==> src/rtl/abpd_pkg.sv <==
// ----------------------------------------------------------------------------
// abpd_pkg
// Shared types and constants of the ambient brightness PWM dimmer.
// ----------------------------------------------------------------------------
package abpd_pkg;

  // Field widths
  localparam int LEVEL_W = 10;
  localparam int MS_W    = 10;
  localparam int STEPS_W = 4;

  // Fixed figures of the dimming law
  localparam int LEVEL_MAX     = 1023;
  localparam int MS_PER_SECOND = 1000;
  localparam int MEAN_CLAMP    = 600;
  localparam int STEP_WIDTH    = 61;
  localparam int MAX_STEPS     = MEAN_CLAMP / STEP_WIDTH + 1;

  // Request kinds
  localparam logic KIND_SAMPLE = 1'b0;
  localparam logic KIND_TICK   = 1'b1;

  typedef struct packed {
    logic               kind;
    logic [LEVEL_W-1:0] light_level;
    logic [MS_W-1:0]    ms_in_second;
  } abpd_in_t;

  typedef struct packed {
    logic               output_enable;
    logic [STEPS_W-1:0] dim_steps;
  } abpd_out_t;

endpackage

==> src/rtl/ambient_brightness_pwm_dimmer_unit.sv <==
// ----------------------------------------------------------------------------
// ambient_brightness_pwm_dimmer_unit
// Averages ambient light over a second and derives the display dimming
// divisor; refresh ticks run the PWM phase that gates output enable.
// ----------------------------------------------------------------------------
// One request is taken every clock cycle while the output is not stalled, and
// each result passes the input register, slot lookup, sum update and result
// register in turn after acceptance. The rate is set by the single read-modify-write of the slot
// store in the sum stage, which a write-to-read bypass keeps at one per cycle.
// The slot store needs no clearing pass after reset: per-slot valid bits
// make unwritten slots read as zero. A stalled output holds the whole
// pipeline; while the result register is free or being taken, a new request
// is accepted in the same cycle.
module ambient_brightness_pwm_dimmer_unit
  import abpd_pkg::*;
#(
  parameter int SLOT_COUNT = 20
) (
  input  logic      clk_i,
  input  logic      rst_ni,
  input  logic      in_valid_i,
  output logic      in_stall_o,
  input  abpd_in_t  in_req_i,
  output logic      out_valid_o,
  input  logic      out_stall_i,
  output abpd_out_t out_rsp_o
);

  // Slot selection: index = ms / SLOT_SPAN by exact reciprocal multiply
  localparam int SLOT_SPAN  = MS_PER_SECOND / SLOT_COUNT;
  localparam int IDX_W      = $clog2(SLOT_COUNT);
  localparam int IDX_SHIFT  = MS_W + $clog2(SLOT_SPAN);
  localparam longint IDX_MULT =
    ((longint'(1) << IDX_SHIFT) + longint'(SLOT_SPAN) - 1) / longint'(SLOT_SPAN);
  localparam int IDX_MULT_W = MS_W + 1;
  localparam int IDX_PROD_W = MS_W + IDX_MULT_W;
  localparam logic [IDX_MULT_W-1:0] IDX_MULT_C = IDX_MULT_W'(IDX_MULT);

  // Mean: sum / SLOT_COUNT by exact reciprocal multiply
  localparam int SUM_MAX     = SLOT_COUNT * LEVEL_MAX;
  localparam int SUM_W       = $clog2(SUM_MAX + 1);
  localparam int MEAN_SHIFT  = SUM_W + $clog2(SLOT_COUNT);
  localparam longint MEAN_MULT =
    ((longint'(1) << MEAN_SHIFT) + longint'(SLOT_COUNT) - 1) / longint'(SLOT_COUNT);
  localparam int MEAN_MULT_W = SUM_W + 1;
  localparam int MEAN_PROD_W = SUM_W + MEAN_MULT_W;
  localparam logic [MEAN_MULT_W-1:0] MEAN_MULT_C = MEAN_MULT_W'(MEAN_MULT);

  // Width of the phase arithmetic (quotient times divisor)
  localparam int PH_W = 2 * STEPS_W;

  // Pipeline control
  logic adv;

  // Stage 1: input register
  logic     v1_q;
  abpd_in_t req1_q;

  // Stage 1 logic: slot index
  logic [MS_W-1:0]       ms_red;
  logic [IDX_PROD_W-1:0] idx_prod;
  logic [MS_W-1:0]       idx_raw;
  logic [IDX_W-1:0]      idx1;

  // Stage 2: lookup results
  logic               v2_q;
  logic               kind2_q;
  logic [LEVEL_W-1:0] level2_q;
  logic [IDX_W-1:0]   idx2_q;
  logic [LEVEL_W-1:0] rdata_q;
  logic               rvalid_q;
  logic               fwd_q;
  logic [LEVEL_W-1:0] fwd_level_q;

  // Slot store with per-slot valid bits
  logic [LEVEL_W-1:0]    slot_mem [SLOT_COUNT];
  logic [SLOT_COUNT-1:0] slot_valid_q;

  // Stage 2 logic: running sum
  logic               wr_en;
  logic [LEVEL_W-1:0] old_level;
  logic [SUM_W-1:0]   sum_q;
  logic [SUM_W-1:0]   sum_d;

  // Stage 3: sum carried to the step logic
  logic             v3_q;
  logic             kind3_q;
  logic [SUM_W-1:0] sum3_q;

  // Stage 3 logic: steps and phase
  logic [MEAN_PROD_W-1:0] mean_prod;
  logic [LEVEL_W-1:0]     mean;
  logic [LEVEL_W-1:0]     mean_c;
  logic [STEPS_W-1:0]     steps_new;
  logic [STEPS_W-1:0]     step_q;
  logic [STEPS_W-1:0]     phase_q;
  logic [STEPS_W-1:0]     phase_inc;
  logic [STEPS_W-1:0]     phase_d;
  logic [PH_W-1:0]        qd_prod;

  // Output register
  logic      out_valid_q;
  abpd_out_t out_q;

  // Move the whole pipeline unless a held result is stalled
  assign adv        = !out_valid_q || !out_stall_i;
  assign in_stall_o = !adv;

  // Capture accepted requests
  always_ff @(posedge clk_i or negedge rst_ni) begin
    if (!rst_ni) begin
      v1_q <= 1'b0;
    end else if (adv) begin
      v1_q <= in_valid_i;
    end
  end

  always_ff @(posedge clk_i) begin
    if (adv) begin
      req1_q <= in_req_i;
    end
  end

  // Fold the millisecond into one second and pick its slot
  always_comb begin
    ms_red = (req1_q.ms_in_second >= MS_W'(MS_PER_SECOND))
             ? req1_q.ms_in_second - MS_W'(MS_PER_SECOND)
             : req1_q.ms_in_second;
    idx_prod = {{IDX_MULT_W{1'b0}}, ms_red} * {{MS_W{1'b0}}, IDX_MULT_C};
    idx_raw  = MS_W'(idx_prod >> IDX_SHIFT);
    idx1     = (idx_raw >= MS_W'(SLOT_COUNT)) ? IDX_W'(SLOT_COUNT - 1)
                                              : idx_raw[IDX_W-1:0];
  end

  // Write the slot when a sample leaves stage 2
  assign wr_en = adv && v2_q && (kind2_q == KIND_SAMPLE);

  // Slot store: registered read, single write
  always_ff @(posedge clk_i) begin
    if (wr_en) begin
      slot_mem[idx2_q] <= level2_q;
    end
    if (adv) begin
      rdata_q <= slot_mem[idx1];
    end
  end

  // Mark slots written since reset
  always_ff @(posedge clk_i or negedge rst_ni) begin
    if (!rst_ni) begin
      slot_valid_q <= '0;
    end else if (wr_en) begin
      slot_valid_q[idx2_q] <= 1'b1;
    end
  end

  // Advance stage 2 control and bypass flag
  always_ff @(posedge clk_i or negedge rst_ni) begin
    if (!rst_ni) begin
      v2_q  <= 1'b0;
      fwd_q <= 1'b0;
    end else if (adv) begin
      v2_q  <= v1_q;
      fwd_q <= wr_en && (idx2_q == idx1);
    end
  end

  always_ff @(posedge clk_i) begin
    if (adv) begin
      kind2_q     <= req1_q.kind;
      level2_q    <= req1_q.light_level;
      idx2_q      <= idx1;
      rvalid_q    <= slot_valid_q[idx1];
      fwd_level_q <= level2_q;
    end
  end

  // Replace the old slot value in the running sum
  always_comb begin
    if (fwd_q) begin
      old_level = fwd_level_q;
    end else if (rvalid_q) begin
      old_level = rdata_q;
    end else begin
      old_level = '0;
    end
    sum_d = sum_q - SUM_W'(old_level) + SUM_W'(level2_q);
  end

  always_ff @(posedge clk_i or negedge rst_ni) begin
    if (!rst_ni) begin
      sum_q <= '0;
      v3_q  <= 1'b0;
    end else if (adv) begin
      v3_q <= v2_q;
      if (wr_en) begin
        sum_q <= sum_d;
      end
    end
  end

  always_ff @(posedge clk_i) begin
    if (adv) begin
      kind3_q <= kind2_q;
      sum3_q  <= sum_d;
    end
  end

  // Mean, clamp and step count
  always_comb begin
    mean_prod = {{MEAN_MULT_W{1'b0}}, sum3_q} * {{SUM_W{1'b0}}, MEAN_MULT_C};
    mean      = LEVEL_W'(mean_prod >> MEAN_SHIFT);
    mean_c    = (mean > LEVEL_W'(MEAN_CLAMP)) ? LEVEL_W'(MEAN_CLAMP) : mean;
    steps_new = STEPS_W'(1);
    for (int k = 1; k < MAX_STEPS; k++) begin
      if (mean_c >= LEVEL_W'(STEP_WIDTH * k)) begin
        steps_new = STEPS_W'(k + 1);
      end
    end
  end

  // Next phase: (phase + 1) mod step, by picking the largest multiple
  always_comb begin
    phase_inc = phase_q + STEPS_W'(1);
    phase_d   = phase_inc;
    qd_prod   = '0;
    for (int q = 1; q <= MAX_STEPS; q++) begin
      qd_prod = PH_W'(q) * {{(PH_W - STEPS_W){1'b0}}, step_q};
      if (qd_prod <= {{(PH_W - STEPS_W){1'b0}}, phase_inc}) begin
        phase_d = STEPS_W'({{(PH_W - STEPS_W){1'b0}}, phase_inc} - qd_prod);
      end
    end
  end

  // Update divisor or phase and hold the result
  always_ff @(posedge clk_i or negedge rst_ni) begin
    if (!rst_ni) begin
      step_q      <= STEPS_W'(1);
      phase_q     <= '0;
      out_valid_q <= 1'b0;
    end else if (adv) begin
      out_valid_q <= v3_q;
      if (v3_q) begin
        if (kind3_q == KIND_SAMPLE) begin
          step_q <= steps_new;
        end else begin
          phase_q <= phase_d;
        end
      end
    end
  end

  always_ff @(posedge clk_i) begin
    if (adv && v3_q) begin
      if (kind3_q == KIND_SAMPLE) begin
        out_q.output_enable <= 1'b0;
        out_q.dim_steps     <= steps_new;
      end else begin
        out_q.output_enable <= (phase_d == '0);
        out_q.dim_steps     <= step_q;
      end
    end
  end

  assign out_valid_o = out_valid_q;
  assign out_rsp_o   = out_q;

  // Divisor stays within its legal range
  a_step_range: assert property (@(posedge clk_i) disable iff (!rst_ni)
    (step_q >= STEPS_W'(1)) && (step_q <= STEPS_W'(MAX_STEPS)))
    else $error("step divisor out of range");

  // Phase is always below the largest divisor
  a_phase_range: assert property (@(posedge clk_i) disable iff (!rst_ni)
    phase_q < STEPS_W'(MAX_STEPS))
    else $error("PWM phase out of range");

  // Running sum never exceeds a full store
  a_sum_bound: assert property (@(posedge clk_i) disable iff (!rst_ni)
    sum_q <= SUM_W'(SUM_MAX))
    else $error("running sum overflow");

  // A sample result never raises output enable
  a_sample_oe_low: assert property (@(posedge clk_i) disable iff (!rst_ni)
    (adv && v3_q && (kind3_q == KIND_SAMPLE)) |=> !out_rsp_o.output_enable)
    else $error("output enable set by a sample");

  // A held, stalled result blocks new requests
  a_stall_back: assert property (@(posedge clk_i) disable iff (!rst_ni)
    (out_valid_o && out_stall_i) |-> in_stall_o)
    else $error("request accepted while result stalled");

endmodule
==> config.mk <==
export PLATFORM = sky130hd
export DESIGN_NAME = ambient_brightness_pwm_dimmer_unit
export DESIGN_NICKNAME = d
export VERILOG_FILES = /design/src/rtl/abpd_pkg.sv /design/src/rtl/ambient_brightness_pwm_dimmer_unit.sv
export SDC_FILE = /design/constraint.sdc
export NUM_CORES = 1
export LEC_CHECK = 0
export BUFFER_PORTS_ARGS = -buffer_cell sky130_fd_sc_hd__clkbuf_2
export CORE_UTILIZATION = 25
export DETAILED_ROUTE_END_ITERATION = 7
export PLACE_DENSITY_LB_ADDON = 0.2
export SYNTH_ARGS = -nofsm -noshare
export SYNTH_HDL_FRONTEND = slang
export SYNTH_SLANG_ARGS = --single-unit
==> constraint.sdc <==
create_clock -name clk_i -period 11.4 [get_ports clk_i]
set_input_delay 0 -clock clk_i [delete_from_list [all_inputs] [get_ports clk_i]]
set_output_delay 0 -clock clk_i [all_outputs]
set_load 0.03 [all_outputs]
* Word level (Yosys, flattened, before mapping)
Memory sizes are Yosys's and may differ from the RTL's. A register that Yosys moved wholly into a read port is not among the register bits. Index checks and enable logic that the tools add are counted.
Word-level totals: register bits 117, memory bits (writable) 200, output and inout bits 7, memories kept 1
Memory list:
- slot_mem | words 20, bits a word 10, read ports 1, clocked after memory_dff 1, write ports 1, line ambient_brightness_pwm_dimmer_unit.sv:76 | logic [LEVEL_W-1:0] slot_mem [SLOT_COUNT];
Cells by class: $add $sub $neg 14, $mul 8, $lt $le $gt $ge 25, equality and inequality tests 1, muxes and demuxes 31, bitwise logic cells 3, reductions and logical operators 13
Operators by type and width (count):
- 4-bit 2-to-1 mux | 19
- 10-bit by 9-bit greater-or-equal comparator with 1-bit output, second input constant | 4
- 10-bit 2-to-1 mux | 4
- 4-bit subtractor | 10
- 15-bit by 16-bit multiplier with 30-bit output, second input constant | 1
- 7-bit by 4-bit <= comparator with 1-bit output | 4
- 10-bit by 11-bit multiplier with 21-bit output, second input constant | 1
- 3-bit by 4-bit multiplier with 7-bit output, first input constant | 3
- 10-bit greater-or-equal comparator, second input constant | 2
- 10-bit by 8-bit greater-or-equal comparator with 1-bit output, second input constant | 2
- 20-bit bitwise OR | 1
- 8-bit by 4-bit <= comparator with 1-bit output | 2
- 15-bit by 10-bit adder with 15-bit output | 1
- 15-bit by 10-bit subtractor with 15-bit output | 1
- 6-bit by 4-bit <= comparator with 1-bit output | 2
- 5-bit by 6-bit < comparator with 1-bit output, second input constant | 2
- 2-bit by 4-bit multiplier with 6-bit output, first input constant | 2
- 10-bit by 6-bit greater-or-equal comparator with 1-bit output, second input constant | 1
- 10-bit by 7-bit greater-or-equal comparator with 1-bit output, second input constant | 1
- 10-bit > comparator, second input constant | 1
- 10-bit subtractor, second input constant | 1
- 4-bit by 4-bit multiplier with 8-bit output, first input constant | 1
- 3-bit AND reduction | 2
- 1-bit binary-select mux with 5-bit select | 1
- other kinds (16) | 26

* Logic depth before layout (Yosys ltp)
depth after elaboration 14, gate-level depth with buffers 29, mapped depth without buffers 26

* Worst setup path after synthesis
OpenSTA, ideal clock, no wires.
path type register to register, start register req1_q[3] (netlist bit), end register rdata_q[3] (read register of slot_mem) (data pin), setup time 0.266 ns, data arrival time 6.658 ns, slack 4.476 ns, cell stages (with the launch flop) 25, period minus slack after synthesis 6.924 ns, path through edfxtp_1 o2111ai_1 nor2_1 nor2b_1 fa_1 inv_1 fa_1 fa_1 fa_1 inv_1 fa_1 inv_1 ha_1 nand4_1 a211oi_1 a221oi_1 mux2_2 or2_1 buf_2 a21oi_1 buf_4 mux4_2 mux2i_1 a2bb2oi_1 o21ai_1
Between the ends: longest elaborated chain between the ends 5
Ends and longest elaborated chain:
- start: declaration | line ambient_brightness_pwm_dimmer_unit.sv:57 | abpd_in_t req1_q;
- start signal: assignment | line ambient_brightness_pwm_dimmer_unit.sv:120 | req1_q <= in_req_i;
- 10-bit subtractor / 10-bit greater-or-equal comparator (equally long branches) | line ambient_brightness_pwm_dimmer_unit.sv:127, ambient_brightness_pwm_dimmer_unit.sv:126
- 10-bit 2-to-1 mux * | line ambient_brightness_pwm_dimmer_unit.sv:127 | ? req1_q.ms_in_second - MS_W'(MS_PER_SECOND)
- 10-bit by 11-bit multiplier with 21-bit output * | line ambient_brightness_pwm_dimmer_unit.sv:129 | idx_prod = {{IDX_MULT_W{1'b0}}, ms_red} * {{MS_W{1'b0}}, IDX_MULT_C};
- 5-bit greater-or-equal comparator | line ambient_brightness_pwm_dimmer_unit.sv:131 | idx1 = (idx_raw >= MS_W'(SLOT_COUNT)) ? IDX_W'(SLOT_COUNT - 1)
- 5-bit 2-to-1 mux * | line ambient_brightness_pwm_dimmer_unit.sv:131
- end: declaration | line ambient_brightness_pwm_dimmer_unit.sv:70 | logic [LEVEL_W-1:0] rdata_q;
Mark *: on every way between the ends. The rest lies on a longest branch, timed or not. A chain may end at the register's enable or synchronous reset.

* Worst setup path after layout
start register req1_q[4] (netlist bit), end register rdata_q[2] (read register of slot_mem) (data pin)
The elaborated chain is that of the path after synthesis.

==> summary.txt <==
largest net degree at the start of global routing: 65
row cnt: 106
core footprint: 84100 um2
final RePlAce weighted congestion: 0.845
final count of negative-setup-slack endpoints: 0
Worst Setup SP: req1_q[4]
Multi-input gate area: 10800 um2
Num CTS Buffers: 40
element type at the critical path end: flop
clock sink total: 327
async set or reset register ratio after synthesis: 14.7%
top cell type's share of synthesized area: 39.2%
I/O pin count: 32
Worst-Skew Late Latency: 0.59 ns
CP max FO: 45
Initial Util: 25.4%
top-count cell post-synth: edfxtp_1
first-pass GRT wire length: 86.9 mm
slew margin rel.: 27.8%
number of flops mapped to enable cells by yosys: 279
Initial DRC Count: 789
fmax: 117 MHz
Worst Max-Slew Pin Slew: 1.08 ns
initial antenna violation count: 1
# Max-Cap Violations: 0
Port-buffer cells: 31
post-synthesis xor/xnor area fraction: 2.01%
Post-Synth Adder-Cell Area: 24.1%
clk_skew: 0.0227 ns
ranking of synthesized cells by area: edfxtp_1, ha_1, fa_1
area grow syn2layout: 16.1%
vias in the first global route: 14800
Die Y: 294 um
area leader, netlist: edfxtp_1
Yosys reg bits: 327
Clk pin slew, worst setup/hold paths: 0.07 ns
Worst EP arrival: 8.85 ns
die area: 86700 um2
Register Area: 9580 um2
CTS max path bufs: 3
cell area after layout: 24800 um2
Net Count, Synth: 2183
Routed WL: 55.1 mm
Die X-Extent: 294 um
Post-synth top cells: edfxtp_1, ha_1, inv_1, nand2_1, fa_1
Routed Antenna Nets: 0
GRT Util Overall: 13.0%
cell count after synthesis: 1809
TritonCTS clock tree: done
Fin Setup TNS: 0 ns
placed cell area: 23100 um2
Post-Syn Area per Cell: 11.8 um2
Req. time, crit path: 11.70 ns
Clock Tree Root: clkbuf_16
DR pass1 iterations: 5
RSZ-0062 raised after global routing: false
Netlist cell types: 78
layout cells sized above 1: 12.2%
Final Cycle Share: 75.1%
Synth Flop Type: edfxtp_1
R2R Path Start: req1_q[4]
min-delay src: out_stall_i
Fillers: 8667
wire length per cell: 18.0 um
largest family of logic cells by synthesized area: adder cells
final hold vios: 0
min Tclk post-route: 8.56 ns
nets: 2278
worst setup path class: flop to flop
Yosys warning total: 0
Startpoint Class: flop
mux contribution to synthesized area: 4.10%
CTS resizes: 0
H-tree levels: 2
# DRC: 0
Compound-Gate Fraction of Synth Area: 11.4%
vias per inst: 4.57
Cell Area, Synth: 21400 um2
register area share after synthesis: 44.8%
antenna cells: 0
vias after detailed routing: 14000
DP HPWL: 39.7 mm
Slew Limit Fails: 0
final global-route overflow total: 0
Synth Area in Simple Gates: 8.43%
Hold Path Class: input port to flop
status: finished clean
==> metal layers <==
layer / GRT usage (%) / routed length (um)
met1: 17.7 / 26700
met2: 21.3 / 25300
met3: 1.98 / 1820
met4: 3.57 / 1240
met5: 0 / 0
==> critical path: stages (launching register included) <==
cell,delay [ns]
edfxtp_1,0.41
o2111ai_1,0.44
nor2_1,0.14
nor2b_1,0.51
fa_1,0.55
inv_1,0.16
fa_1,0.47
fa_1,0.53
fa_1,0.55
inv_1,0.05
fa_1,0.49
inv_1,0.04
ha_1,0.31
nand4_1,0.08
a211oi_1,0.06
a221oi_1,0.42
mux2_2,0.41
or2_2,0.30
buf_4,0.32
a21oi_4,0.76
buf_12,0.34
mux4_2,0.53
o21ai_0,0.23
o211ai_1,0.13
==> through the flow <==
stage          utilization, %  hold slack [ns]  setup slack, ns  std cells
2_1_floorplan               -           -0.296             4.48       1809
3_3_place_gp             27.5            0.177             3.00       2973
3_5_place_dp             27.5            0.179             2.79       2973
4_1_cts                  29.5           0.0929             2.77       3070
5_1_grt                  29.5            0.118             2.23       3070
6_report                 29.5           0.0886             2.84       3070
==> area by class of cell <==
cell class	instances	share of cell area [%]
Multi-Input combinational cell	1198	43.3
Tap cell	1134	5.72
Clock buffer	47	4.14
Sequential cell	327	38.6
Clock inverter	27	1.67
Timing Repair Buffer	97	2.90
Inverter	240	3.63
==> timing repair <==
action                    4_1_cts  5_1_grt
hold buffers                   23        0
hold endpoints to repair       69        0
setup buffers                   0        0
==> state kept, by name, indices dropped and copies added (netlist names), 10 cells and up <==
signal	cells
fwd_level_q	10
sum_q	15
req1_q	21
level2_q	10
sum3_q	15
rdata_q	10
slot_mem	200
slot_valid_q	20
==> worst paths after layout <==
kind                                to  slack, ns  cells after the start
setup / recovery            rdata_q[2]       2.84                     23
hold / removal             out_valid_o       0.09                      3
setup reg to reg            rdata_q[2]       2.84                     23
hold reg to reg            level2_q[2]       0.42                      0
max in group asynchronous   phase_q[2]      10.68                      3
min in group asynchronous    sum_q[14]       0.13                      3
==> cells by family after synthesis <==
logic type | count (synthesis)
DFF | 327
and+or+nand+nor | 373
muxes | 77
adders and majority gates | 349
buffers and inverters | 284
xor gates and xnor gates | 49
AOI/OAI and AO/OA | 350
==> layout by cell type (no fill, tap or decap), types with 8 or more instances in the layout <==
cell,Yosys,final
o21a_1,21,21
and3_1,11,11
dfrtp_1,47,47
xor2_1,11,11
or2_2,27,28
a21o_1,28,28
nand2b_1,9,9
o31ai_1,11,11
clkbuf_16,0,40
nand4_1,20,20
o21ai_0,61,61
xnor2_1,38,38
o22ai_1,10,10
edfxtp_1,279,279
dlygate4sd3_1,0,23
a21oi_1,60,59
a31oi_1,24,24
fa_1,105,105
a22o_1,12,12
clkbuf_2,0,31
nor2b_1,16,16
a211oi_1,12,12
bufinv_16,0,8
ha_1,244,244
inv_1,237,237
mux2_2,45,45
and2_1,9,9
mux2i_1,28,28
o221ai_1,16,16
o211ai_1,18,18
nor3_1,22,19
nor2_1,65,63
nand2_1,129,128
buf_4,3,42
nand3_1,38,38
Power is not shown: default switching activity piles up to over one toggle a cycle in this logic, so the estimate is an artifact.
